===== config.mk =====
export PLATFORM = sky130hd
export DESIGN_NAME = mmap_region_table
export DESIGN_NICKNAME = d
export VERILOG_FILES = /design/src/rtl/core/mrt_pkg.sv /design/src/rtl/core/mrt_ctrl.sv /design/src/rtl/core/mrt_dp.sv /design/src/rtl/core/mmap_region_table.sv
export SDC_FILE = /design/constraint.sdc
export NUM_CORES = 2
export LEC_CHECK = 0
export ABC_AREA = 0
export BUFFER_PORTS_ARGS = -buffer_cell sky130_fd_sc_hd__buf_4
export CAP_MARGIN = 25
export CORE_ASPECT_RATIO = 1.2
export CORE_MARGIN = 2
export CORE_UTILIZATION = 56
export CTS_BUF_LIST = sky130_fd_sc_hd__clkbuf_8
export DETAILED_ROUTE_END_ITERATION = 10
export GPL_TIMING_DRIVEN = 0
export PLACE_DENSITY = 0.73
export SETUP_SLACK_MARGIN = 0.02
export SYNTH_ARGS = -nofsm -noshare
export SYNTH_HDL_FRONTEND = slang
export SYNTH_HIERARCHICAL = 1
export SYNTH_SLANG_ARGS = --single-unit

===== constraint.sdc =====
create_clock -name i_clk -period 25.8 [get_ports i_clk]
set_input_delay 1.29 -clock i_clk [delete_from_list [all_inputs] [get_ports i_clk]]
set_output_delay 1.29 -clock i_clk [all_outputs]
set_load 0.01 [all_outputs]

===== src/rtl/core/mrt_pkg.sv =====
`default_nettype none
package mrt_pkg;

    typedef enum logic [3:0] {
        ST_OK         = 4'd0,
        ST_BAD_LEN    = 4'd1,
        ST_UNALIGNED  = 4'd2,
        ST_NO_FILE    = 4'd3,
        ST_UNREADABLE = 4'd4,
        ST_UNWRITABLE = 4'd5,
        ST_FULL       = 4'd6,
        ST_BAD_UNMAP  = 4'd7,
        ST_NOT_MAPPED = 4'd8
    } t_status;

    typedef enum logic [1:0] {
        PA_NONE  = 2'd0,
        PA_WBACK = 2'd1,
        PA_DROP  = 2'd2,
        PA_FREE  = 2'd3
    } t_page_action;

    localparam logic [63:0] MAP_BASE   = 64'h0000_0000_6000_0000;
    localparam logic [2:0]  FL_SHARED  = 3'h1;
    localparam logic [2:0]  FL_PRIVATE = 3'h2;
    localparam logic [2:0]  FL_ANON    = 3'h4;
    localparam logic [2:0]  PR_READ    = 3'h1;
    localparam logic [2:0]  PR_WRITE   = 3'h2;

    // controller to datapath
    typedef struct packed {
        logic load;
        logic clear;
        logic step;
        logic commit;
    } t_dp_cmd;

    // datapath to controller
    typedef struct packed {
        logic scan_done;
        logic pre_fail;
    } t_dp_sts;

endpackage
`default_nettype wire


===== src/rtl/core/mrt_ctrl.sv =====
`default_nettype none
module mrt_ctrl (
    input  wire logic            i_clk,
    input  wire logic            i_rst_n,
    input  wire logic            i_in_valid,
    output logic                 o_in_ready,
    output logic                 o_out_valid,
    input  wire logic            i_out_ready,
    output mrt_pkg::t_dp_cmd     o_cmd,
    input  wire mrt_pkg::t_dp_sts i_sts
);
    import mrt_pkg::*;

    typedef enum logic [1:0] {S_IDLE, S_SCAN, S_DONE, S_OUT} t_state;

    t_state r_state;
    logic   r_out_valid;

    assign o_in_ready  = (r_state == S_IDLE);
    assign o_out_valid = r_out_valid;

    always_comb begin
        o_cmd = '0;
        o_cmd.load  = (r_state == S_IDLE) && i_in_valid;
        o_cmd.clear = (r_state == S_SCAN) && i_sts.pre_fail;
        o_cmd.step  = (r_state == S_SCAN) && !i_sts.pre_fail;
        o_cmd.commit = (r_state == S_DONE);
    end

    always_ff @(posedge i_clk) begin
        if (!i_rst_n) begin
            r_state     <= S_IDLE;
            r_out_valid <= 1'b0;
        end else begin
            unique case (r_state)
                S_IDLE: begin
                    if (i_in_valid) r_state <= S_SCAN;
                end
                S_SCAN: begin
                    if (i_sts.pre_fail) begin
                        r_state     <= S_OUT;
                        r_out_valid <= 1'b1;
                    end else if (i_sts.scan_done) begin
                        r_state <= S_DONE;
                    end
                end
                S_DONE: begin
                    r_state     <= S_OUT;
                    r_out_valid <= 1'b1;
                end
                S_OUT: begin
                    if (i_out_ready) begin
                        r_state     <= S_IDLE;
                        r_out_valid <= 1'b0;
                    end
                end
                default: r_state <= S_IDLE;
            endcase
        end
    end

`ifndef SYNTH
    a_out_only_in_out: assert property (@(posedge i_clk) disable iff (!i_rst_n)
        r_out_valid |-> r_state == S_OUT) else $error("result shown outside S_OUT");
    a_done_after_scan: assert property (@(posedge i_clk) disable iff (!i_rst_n)
        r_state == S_DONE |-> $past(r_state) == S_SCAN) else $error("bad entry to S_DONE");
    a_no_load_busy: assert property (@(posedge i_clk) disable iff (!i_rst_n)
        o_cmd.load |-> !r_out_valid) else $error("load while result pending");
`endif
endmodule
`default_nettype wire


===== src/rtl/core/mrt_dp.sv =====
`default_nettype none
module mrt_dp #(
    parameter int SLOTS      = 16,
    parameter int PAGE_BYTES = 4096
) (
    input  wire logic             i_clk,
    input  wire logic             i_rst_n,
    input  wire mrt_pkg::t_dp_cmd i_cmd,
    output mrt_pkg::t_dp_sts      o_sts,
    input  wire logic             i_operation,
    input  wire logic [63:0]      i_address,
    input  wire logic [31:0]      i_length,
    input  wire logic [2:0]       i_protection,
    input  wire logic [2:0]       i_map_flags,
    input  wire logic             i_no_descriptor,
    input  wire logic             i_file_present,
    input  wire logic             i_file_readable,
    input  wire logic             i_file_writable,
    input  wire logic [7:0]       i_file_handle,
    input  wire logic [31:0]      i_file_offset,
    output logic [3:0]            o_status,
    output logic [63:0]           o_region_address,
    output logic [63:0]           o_range_end,
    output logic [3:0]            o_slot,
    output logic [1:0]            o_page_action,
    output logic [7:0]            o_entry_file,
    output logic [31:0]           o_entry_file_offset,
    output logic                  o_take_file_ref,
    output logic                  o_release_file
);
    import mrt_pkg::*;

    localparam int SW = (SLOTS > 1) ? $clog2(SLOTS) : 1;
    localparam int CW = $clog2(SLOTS + 1);
    localparam int PB = $clog2(PAGE_BYTES);

    logic [SLOTS-1:0] r_used;
    logic [63:0] m_start  [SLOTS];
    logic [31:0] m_len    [SLOTS];
    logic [2:0]  m_prot   [SLOTS];
    logic [2:0]  m_flags  [SLOTS];
    logic        m_hasf   [SLOTS];
    logic [7:0]  m_file   [SLOTS];
    logic [31:0] m_off    [SLOTS];

    logic        r_op, r_anon;
    logic [63:0] r_addr;
    logic [31:0] r_off, r_alen;
    logic [2:0]  r_prot, r_flags;
    logic [7:0]  r_fh;
    logic [3:0]  r_pre;
    logic        r_len_ovf;
    logic [CW-1:0] r_idx;
    logic        r_found;
    logic [SW-1:0] r_hit;
    logic [63:0] r_va;

    // request pre-check
    logic        n_anon;
    logic [3:0]  n_pre;
    logic [31:0] n_mag;
    always_comb begin
        n_anon = i_no_descriptor || i_map_flags[2];
        n_mag  = i_file_offset[31] ? (32'd0 - i_file_offset) : i_file_offset;
        n_pre  = ST_OK;
        if (i_operation) begin
            if (i_length[31] || i_length == 32'd0 || i_address[PB-1:0] != '0)
                n_pre = ST_BAD_UNMAP;
        end else if (i_length[31] || i_length == 32'd0) begin
            n_pre = ST_BAD_LEN;
        end else if (!n_anon) begin
            if (n_mag[PB-1:0] != '0) n_pre = ST_UNALIGNED;
            else if (!i_file_present) n_pre = ST_NO_FILE;
            else if ((i_protection & PR_READ) != 0 && !i_file_readable)
                n_pre = ST_UNREADABLE;
            else if ((i_protection & PR_WRITE) != 0 && (i_map_flags & FL_SHARED) != 0
                     && !i_file_writable)
                n_pre = ST_UNWRITABLE;
        end
    end

    // page-rounded request length, 33 bits to see overflow
    logic [32:0] w_rl;
    assign w_rl = ({1'b0, i_length} + 33'(PAGE_BYTES - 1)) & ~33'(PAGE_BYTES - 1);

    // scan element
    logic [SW-1:0] w_i;
    logic [63:0]   w_end, w_end_up;
    logic          w_cur_used;
    assign w_i        = r_idx[SW-1:0];
    assign w_cur_used = r_used[w_i];
    assign w_end      = m_start[w_i] + {32'd0, m_len[w_i]};
    assign w_end_up   = (w_end + 64'(PAGE_BYTES - 1)) & ~64'(PAGE_BYTES - 1);

    assign o_sts.scan_done = (r_idx == CW'(SLOTS));
    assign o_sts.pre_fail  = (r_pre != ST_OK) && (r_idx == '0);

    // unmap arithmetic on the hit slot
    logic [63:0] u_start, u_vend, u_end, u_cut;
    logic [2:0]  u_fl, u_pr;
    logic        u_hf;
    logic [1:0]  u_act;
    logic        u_whole;
    logic [3:0]  u_fail;
    always_comb begin
        u_start = m_start[r_hit];
        u_vend  = u_start + {32'd0, m_len[r_hit]};
        u_end   = ({32'd0, r_alen} >= (u_vend - r_addr)) ? u_vend
                  : r_addr + {32'd0, r_alen};
        u_cut   = u_end - r_addr;
        u_whole = (r_addr == u_start) && (u_end == u_vend);
        u_fl = m_flags[r_hit];
        u_pr = m_prot[r_hit];
        u_hf = m_hasf[r_hit];
        if ((u_fl & FL_SHARED) != 0 && (u_pr & PR_WRITE) != 0 && u_hf) u_act = PA_WBACK;
        else if ((u_fl & FL_PRIVATE) != 0 && u_hf) u_act = PA_DROP;
        else if ((u_fl & FL_ANON) != 0) u_act = PA_FREE;
        else u_act = PA_NONE;
        if (r_op) u_fail = ST_NOT_MAPPED;
        else if (!r_found) u_fail = ST_FULL;
        else u_fail = ST_BAD_LEN;
    end

    always_ff @(posedge i_clk) begin
        if (i_cmd.load) begin
            r_op    <= i_operation;
            r_anon  <= n_anon;
            r_addr  <= i_address;
            r_off   <= n_anon ? 32'd0 : i_file_offset;
            r_prot  <= i_protection;
            r_flags <= n_anon ? (i_map_flags | FL_ANON) : i_map_flags;
            r_fh    <= n_anon ? 8'd0 : i_file_handle;
            r_pre   <= n_pre;
            r_alen  <= w_rl[32] ? 32'hffff_ffff : w_rl[31:0];
            r_len_ovf <= w_rl[32] || w_rl[31];
            r_idx   <= '0;
            r_found <= 1'b0;
            r_hit   <= '0;
            r_va    <= MAP_BASE;
        end
        if (i_cmd.clear) begin
            o_status <= r_pre;
            o_region_address <= '0;
            o_range_end <= '0;
            o_slot <= '0;
            o_page_action <= '0;
            o_entry_file <= '0;
            o_entry_file_offset <= '0;
            o_take_file_ref <= 1'b0;
            o_release_file <= 1'b0;
        end
        if (i_cmd.step && !o_sts.scan_done) begin
            r_idx <= r_idx + CW'(1);
            if (!r_op) begin
                if (!w_cur_used && !r_found) begin
                    r_found <= 1'b1;
                    r_hit   <= w_i;
                end
                if (w_cur_used && w_end > r_va) r_va <= w_end_up;
            end else if (!r_found && w_cur_used && r_addr >= m_start[w_i]
                         && r_addr < w_end) begin
                r_found <= 1'b1;
                r_hit   <= w_i;
            end
        end
        if (i_cmd.commit) begin
            if (!r_op && r_found && !r_len_ovf) begin
                o_status <= ST_OK;
                o_region_address <= r_va;
                o_range_end <= '0;
                o_slot <= 4'(r_hit);
                o_page_action <= PA_NONE;
                o_entry_file <= r_fh;
                o_entry_file_offset <= r_off;
                o_take_file_ref <= !r_anon;
                o_release_file <= 1'b0;
                m_start[r_hit] <= r_va;
                m_len[r_hit]   <= r_alen;
                m_prot[r_hit]  <= r_prot;
                m_flags[r_hit] <= r_flags;
                m_hasf[r_hit]  <= !r_anon;
                m_file[r_hit]  <= r_fh;
                m_off[r_hit]   <= r_off;
            end else if (r_op && r_found) begin
                o_status <= ST_OK;
                o_region_address <= r_addr;
                o_range_end <= u_end;
                o_slot <= 4'(r_hit);
                o_page_action <= u_act;
                o_entry_file <= u_hf ? m_file[r_hit] : 8'd0;
                o_entry_file_offset <= m_off[r_hit];
                o_take_file_ref <= 1'b0;
                o_release_file <= u_whole && u_hf;
                if (!u_whole && r_addr == u_start) begin
                    m_start[r_hit] <= u_end;
                    m_len[r_hit]   <= m_len[r_hit] - u_cut[31:0];
                    m_off[r_hit]   <= m_off[r_hit] + u_cut[31:0];
                end else if (!u_whole && u_end == u_vend) begin
                    m_len[r_hit]   <= m_len[r_hit] - u_cut[31:0];
                end
            end else begin
                o_status <= u_fail;
                o_region_address <= '0;
                o_range_end <= '0;
                o_slot <= '0;
                o_page_action <= PA_NONE;
                o_entry_file <= '0;
                o_entry_file_offset <= '0;
                o_take_file_ref <= 1'b0;
                o_release_file <= 1'b0;
            end
        end
    end

    always_ff @(posedge i_clk) begin
        if (!i_rst_n) begin
            r_used <= '0;
        end else if (i_cmd.commit && r_found) begin
            if (!r_op && !r_len_ovf) r_used[r_hit] <= 1'b1;
            else if (r_op && u_whole) r_used[r_hit] <= 1'b0;
        end
    end

`ifndef SYNTH
    a_hit_used: assert property (@(posedge i_clk) disable iff (!i_rst_n)
        (i_cmd.commit && r_op && r_found) |-> r_used[r_hit]) else $error("hit slot unused");
    a_free_unused: assert property (@(posedge i_clk) disable iff (!i_rst_n)
        (i_cmd.commit && !r_op && r_found) |-> !r_used[r_hit]) else $error("map slot used");
    a_va_aligned: assert property (@(posedge i_clk) disable iff (!i_rst_n)
        (i_cmd.commit && !r_op) |-> r_va[PB-1:0] == '0) else $error("unaligned placement");
`endif
endmodule
`default_nettype wire


===== src/rtl/core/mmap_region_table.sv =====
`default_nettype none
// channel | handshake             | payload
// in      | i_in_valid/o_in_ready | i_operation .. i_file_offset
// out     | o_out_valid/i_out_ready | o_status .. o_release_file
// An item is scanned one slot of the table per cycle, then the table is
// updated; an item that fails its argument checks skips the scan.
// One item at a time; the next is taken once the result has been taken.
// Synchronous active-low reset clears the slot-in-use bits and control.
module mmap_region_table #(
    parameter int SLOTS      = 16,
    parameter int PAGE_BYTES = 4096
) (
    input  wire logic        i_clk,
    input  wire logic        i_rst_n,
    input  wire logic        i_in_valid,
    output logic             o_in_ready,
    input  wire logic        i_operation,
    input  wire logic [63:0] i_address,
    input  wire logic [31:0] i_length,
    input  wire logic [2:0]  i_protection,
    input  wire logic [2:0]  i_map_flags,
    input  wire logic        i_no_descriptor,
    input  wire logic        i_file_present,
    input  wire logic        i_file_readable,
    input  wire logic        i_file_writable,
    input  wire logic [7:0]  i_file_handle,
    input  wire logic [31:0] i_file_offset,
    output logic             o_out_valid,
    input  wire logic        i_out_ready,
    output logic [3:0]       o_status,
    output logic [63:0]      o_region_address,
    output logic [63:0]      o_range_end,
    output logic [3:0]       o_slot,
    output logic [1:0]       o_page_action,
    output logic [7:0]       o_entry_file,
    output logic [31:0]      o_entry_file_offset,
    output logic             o_take_file_ref,
    output logic             o_release_file
);
    import mrt_pkg::*;

    t_dp_cmd w_cmd;
    t_dp_sts w_sts;

    mrt_ctrl u_ctrl (
        .i_clk, .i_rst_n, .i_in_valid, .o_in_ready, .o_out_valid, .i_out_ready,
        .o_cmd(w_cmd), .i_sts(w_sts)
    );

    mrt_dp #(.SLOTS(SLOTS), .PAGE_BYTES(PAGE_BYTES)) u_dp (
        .i_clk, .i_rst_n, .i_cmd(w_cmd), .o_sts(w_sts),
        .i_operation, .i_address, .i_length, .i_protection, .i_map_flags,
        .i_no_descriptor, .i_file_present, .i_file_readable, .i_file_writable,
        .i_file_handle, .i_file_offset,
        .o_status, .o_region_address, .o_range_end, .o_slot, .o_page_action,
        .o_entry_file, .o_entry_file_offset, .o_take_file_ref, .o_release_file
    );
endmodule
`default_nettype wire


==> Yosys cells after proc, flatten, opt, wreduce, memory -nomap -nowiden <==
Memory sizes are Yosys's and may differ from the RTL's. A register that Yosys moved wholly into a read port is not among the register bits.
Index checks and enable logic that the tools add are counted.
{ "op_classes": {"n_addsub": 11, "n_mux": 100, "n_bitwise": 7, "n_eq_ne": 10, "n_lt_le_gt_ge": 7, "n_reduce_logical": 54} }
{ "op_table": {"columns": ["operator", "n"], "rows": [
  ["2-to-1 mux 64 bit", 13],
  ["2-to-1 mux 32 bit", 7],
  ["adder 64 x 32 -> 64 bit", 3],
  ["== test 64 bit", 2],
  ["2-to-1 mux 4 bit", 22],
  ["adder 64 x 12 -> 64 bit, second input constant", 1],
  ["greater-or-equal comparator 32 x 64 -> 1 bit", 1],
  ["greater-or-equal comparator 64 bit", 1],
  ["greater-than comparator 64 bit", 1],
  ["< comparator 64 bit", 1],
  ["subtractor 32 bit", 2],
  ["subtractor 64 bit", 1],
  ["2-to-1 mux 8 bit", 5],
  ["adder 32 x 12 -> 33 bit, second input constant", 1],
  ["adder 32 bit", 1],
  ["zero test 32 bit", 1],
  ["2-to-1 mux 16 bit", 2],
  ["2-to-1 mux 1 bit", 29],
  ["logical AND 1 bit", 27],
  ["2-to-1 mux 12 bit", 2],
  ["nonzero test 12 bit", 2],
  ["2-to-1 mux 2 bit", 11],
  ["bitwise AND 16 bit", 1],
  ["inverter 16 bit", 1],
  ["27 further kinds", 51]
]} }
{ "totals": {"ff_bits": 422, "output_inout_bits": 182, "ramBits": 2288, "mem_count": 7, "elab_cells": 224} }
{ "mem_list": {"columns": ["name", "depth", "width", "read_ports", "rd_ports_with_merged_regs", "write_ports", "line", "text"], "rows": [
  ["u_dp.m_start", 16, 64, 2, 2, 1, "mrt_dp.sv:38", "logic [63:0] m_start [SLOTS];"],
  ["u_dp.m_len", 16, 32, 2, 2, 1, "mrt_dp.sv:39", "logic [31:0] m_len [SLOTS];"],
  ["u_dp.m_off", 16, 32, 1, 1, 1, "mrt_dp.sv:44", "logic [31:0] m_off [SLOTS];"],
  ["u_dp.m_file", 16, 8, 1, 1, 1, "mrt_dp.sv:43", "logic [7:0] m_file [SLOTS];"],
  ["u_dp.m_flags", 16, 3, 1, 1, 1, "mrt_dp.sv:41", "logic [2:0] m_flags [SLOTS];"],
  ["u_dp.m_prot", 16, 3, 1, 1, 1, "mrt_dp.sv:40", "logic [2:0] m_prot [SLOTS];"],
  ["+1 memories", null, null, null, null, null, null, null]
]} }

==> Depth between registers and ports, before layout <==
{ "logic_depth": {"depth_word": 15, "ltp_mapped": 93} }

==> By module <==
Netlist, hierarchy kept.
{ "by_module_without_submodules": {"columns": ["mod", "area_each_um2", "cells_per_inst", "seq_area_each_um2", "n_inst"], "rows": [
  ["mrt_dp", 136176.9, 8525, 79135.9, 1],
  ["mrt_ctrl", 251.5, 28, 60.1, 1]
]} }

==> Worst setup path after synthesis <==
Ideal clock, no wire load.
{ "synth_path": {"path_type": "register -> register", "from": "register, netlist name u_dp/r_hit[0]", "to": "memory u_dp.m_off[0][30] (data pin)", "t_required_ns": 25.470, "setup_slack_ns": 7.965, "synth_period_minus_slack_ns": 17.835, "t_arrival_ns": 17.505, "path_stages_with_launch": 86, "n_path_buf": 17, "cell_sequence": "dfxtp_1 > buf_6 > buf_12 > buf_12 > buf_12 > buf_12 > buf_8 > buf_8 > buf_8 > buf_2 > buf_2 > buf_2 > buf_2 > clkbuf_1 > buf_1 > buf_2 > mux4_2 > mux4_2 > [50 not listed] > a21o_1 > a21o_1 > a21o_1 > a21oi_1 > xnor2_1 > ha_1 > a21oi_1 > o21a_1 > a311oi_1 > o31ai_1 > o21ai_0 > o21a_1 > o21ai_0 > nand2b_1 > a41o_1 > o21ba_2 > xnor2_1 > o21ai_0"} }
{ "synth_rtl": {"columns": ["element", "line"], "rows": [
  ["end: declaration", "mrt_dp.sv:44"]
]} }

==> reports/qor.txt <==
Placeable core area - 242300 um2
Most common cell after layout, fill and taps aside - edfxtp_1
Routed WL - 501400 um
Min Clock Period, post-route - 25.21 ns
Dominant synthesized flop cell - edfxtp_1
Post-synth EDFFs - 2576
CP startpoint kind - flop
Status - completed
Syn nets - 9193
Yosys reg bits - 2668
DR vias - 92050
CP peak stage delay - 1.01 ns
Port bufs - 330
Final setup fails - 0
Detail Route Antenna Nets - 0
Clock-pin slew on the worst setup and hold paths - 0.06 ns
Fin cells - 13190
Drt via density - 6.980
Max-cap viol count - 0
DRC - 0
CP Class - reg -> reg
DP Wirelength - 377300 um
Worst-path maximum fanout - 19
Row cnt - 198
First-pass GRT wire length - 685800 um
Die Y - 544.7 um
Nets - 10280
RSZ-0062 raised after global routing - false
CTS root buf - clkbuf_8
Slew @ Worst Pin - 1.197 ns
Post-Syn Area - 136400 um2
IO Pins - 333
Share of layout cells above drive strength 1 - 0.2673
Number of global-route vias before repair - 91060
Worst path required time - 26.51 ns
P&R area growth vs syn - 14.65%
Die footprint - 247600 um2
Distinct cells, synth - 108
Cells after Synth - 8553
Worst-Skew Late Latency - 1.07 ns
Worst Skew - 0.1137 ns
Die width - 454.6 um
Clk sinks - 2668
CTS max path bufs - 4
Placed insts - 12400
Initial antenna violation count - 24
Register-to-Register Path Depth - 78
Average footprint of a synthesized cell - 15.95 um2
First-pass iteration count of the detailed router - 6
TritonCTS Buffers - 414
GPL Wtd Cong - 1.086
Tcrit/Tclk final - 0.9772
Slew headroom - 0.1961
Fin util - 0.6456
Grt ovf - 0
Yosys warnings - 6
Largest net degree at the start of global routing - 75
Drt wl/cell - 38.02 um
WHS Path Cells - 1
CP endpoint kind - flop
Asr flop ratio synth - 0
Count of pins over their slew limit - 0
Slowest CP cell - clkbuf_2
Hold Fails Final Rpt - 0
Max Clk Rate - 39.66 MHz
Worst EP arrival - 25.92 ns
CTS tree - done
Max H-tree Level - 5
Class of the worst hold path - in -> reg
Register area share after synthesis - 0.5805
Initial DRC count - 13140
Commonest non-fill, non-tap cells in the layout - edfxtp_1, mux4_2, inv_1
Initial cell density of the core - 0.5631
GRT Overall Usage - 0.4035
cell type report:
| class | count | area [um2] |
|---|---|---|
| Fill cell | 17010 | 85880 |
| Sequential cell | 2668 | 79200 |
| Multi-Input combinational cell | 5039 | 54120 |
| Timing Repair Buffer | 668 | 7403 |
| Clock buffer | 421 | 5794 |
| Tap cell | 3200 | 4004 |
| Clock inverter | 330 | 2286 |
| Buffer | 399 | 1889 |
| Inverter | 445 | 1670 |
| Antenna cell | 18 | 45.04 |
sequential cells by signal, summed over array words and instances, names as in the netlist, 3 cells and up, named ones only:
| register | count |
|---|---|
| u_dp/m_start | 1024 |
| u_dp/m_len | 512 |
| u_dp/m_off | 512 |
| u_dp/m_file | 128 |
| u_dp/o_range_end | 64 |
| u_dp/o_region_address | 64 |
| u_dp/r_addr | 64 |
| u_dp/r_va | 64 |
| u_dp/m_flags | 48 |
| u_dp/o_entry_file_offset | 32 |
| u_dp/r_off | 32 |
| u_dp/r_alen | 21 |
| u_dp/m_hasf | 16 |
| u_dp/m_prot | 16 |
| u_dp/o_entry_file | 8 |
| u_dp/r_fh | 8 |
| u_dp/r_idx | 5 |
| u_dp/o_slot | 4 |
| u_dp/o_status | 4 |
| u_dp/r_hit | 4 |
| u_dp/r_flags | 3 |
| u_dp/r_pre | 3 |
stage by stage:
step,TNS [ns],instance area (um2),hold slack (ns),setup slack [ns]
after floorplan,0,136400,0.4314,7.965
after global placement,-7641.12,142900,0.4408,-4.871
after detailed placement,-98.73,148000,0.4513,-1.169
after CTS,0,156100,0.3753,0.2355
after global routing,0,156400,0.4074,0.06365
final,0,156400,0.4296,0.5877
critical path: cells and delay by family, from the launching register on:
family | cells | cell delay [ns]
muxes | 3 | 1.27
adders and majority gates | 5 | 1.66
and+or+nand+nor | 14 | 3.62
buffers and inverters | 17 | 7.04
AOI/OAI and AO/OA | 34 | 9.33
DFF | 1 | 0.31
xor gates and xnor gates | 5 | 1.46
Yosys cell counts (56+ instances only):
cell type / n / share of area
a21o_1: 154 / 0.0085
a21oi_1: 292 / 0.011
and2_1: 82 / 0.0038
buf_1: 60 / 0.0017
buf_2: 56 / 0.0021
clkbuf_1: 256 / 0.0070
dfxtp_1: 92 / 0.013
edfxtp_1: 2576 / 0.57
ha_1: 482 / 0.044
inv_1: 441 / 0.012
mux4_2: 1180 / 0.19
nand2_1: 420 / 0.012
nand2b_1: 74 / 0.0034
nand3_1: 156 / 0.0057
nand4_1: 98 / 0.0045
nor2_1: 346 / 0.0095
nor2b_1: 78 / 0.0036
nor3_1: 101 / 0.0037
nor4_1: 60 / 0.0028
o21ai_0: 307 / 0.011
o22ai_1: 66 / 0.0030
xnor2_1: 337 / 0.022
xor2_1: 116 / 0.0074
final timing paths:
kind                                     from           endpoint  slack [ns]
worst min register to register           flop               flop        0.46
worst min-delay path            i_address[12]    u_dp/r_addr[12]        0.43
worst max-delay path            u_dp/r_hit[2]  u_dp/m_len[3][31]        0.59
worst max register to register  u_dp/r_hit[2]  u_dp/m_len[3][31]        0.59
cell families (layout without fill, tap and decap cells):
family                   count (synthesis)  in the layout  share of synthesized area
flip-flops                            2668           2668                     0.5805
AND/OR/NAND/NOR                       1572           1572                    0.05701
multiplexers                          1260           1260                     0.2013
AO/OA/AOI/OAI                         1259           1259                    0.06036
buffers and inverters                  846           2263                    0.02555
adder cells (fa/ha/maj)                489            489                    0.04523
XOR/XNOR                               459            459                    0.03002
other                                    0             18                          0
layer usage:
metal,global-route usage,vias to the layer above,part of all wire
met5,0.003516,-,0.00026
met4,0.3370,4,0.10
met3,0.09174,1799,0.11
met2,0.6273,7219,0.46
met1,0.4813,46190,0.32
li1,-,36840,-
repair_timing:
item	in CTS	in global routing
resized for setup	22	17
hold buffers	0	0
buffers inserted	0	1
pin swaps	0	1
endpoints found under the setup margin	227	228
Power is left out: the tool's default activity adds up to more than one toggle a clock period on the data nets, which glitch-free logic cannot reach.
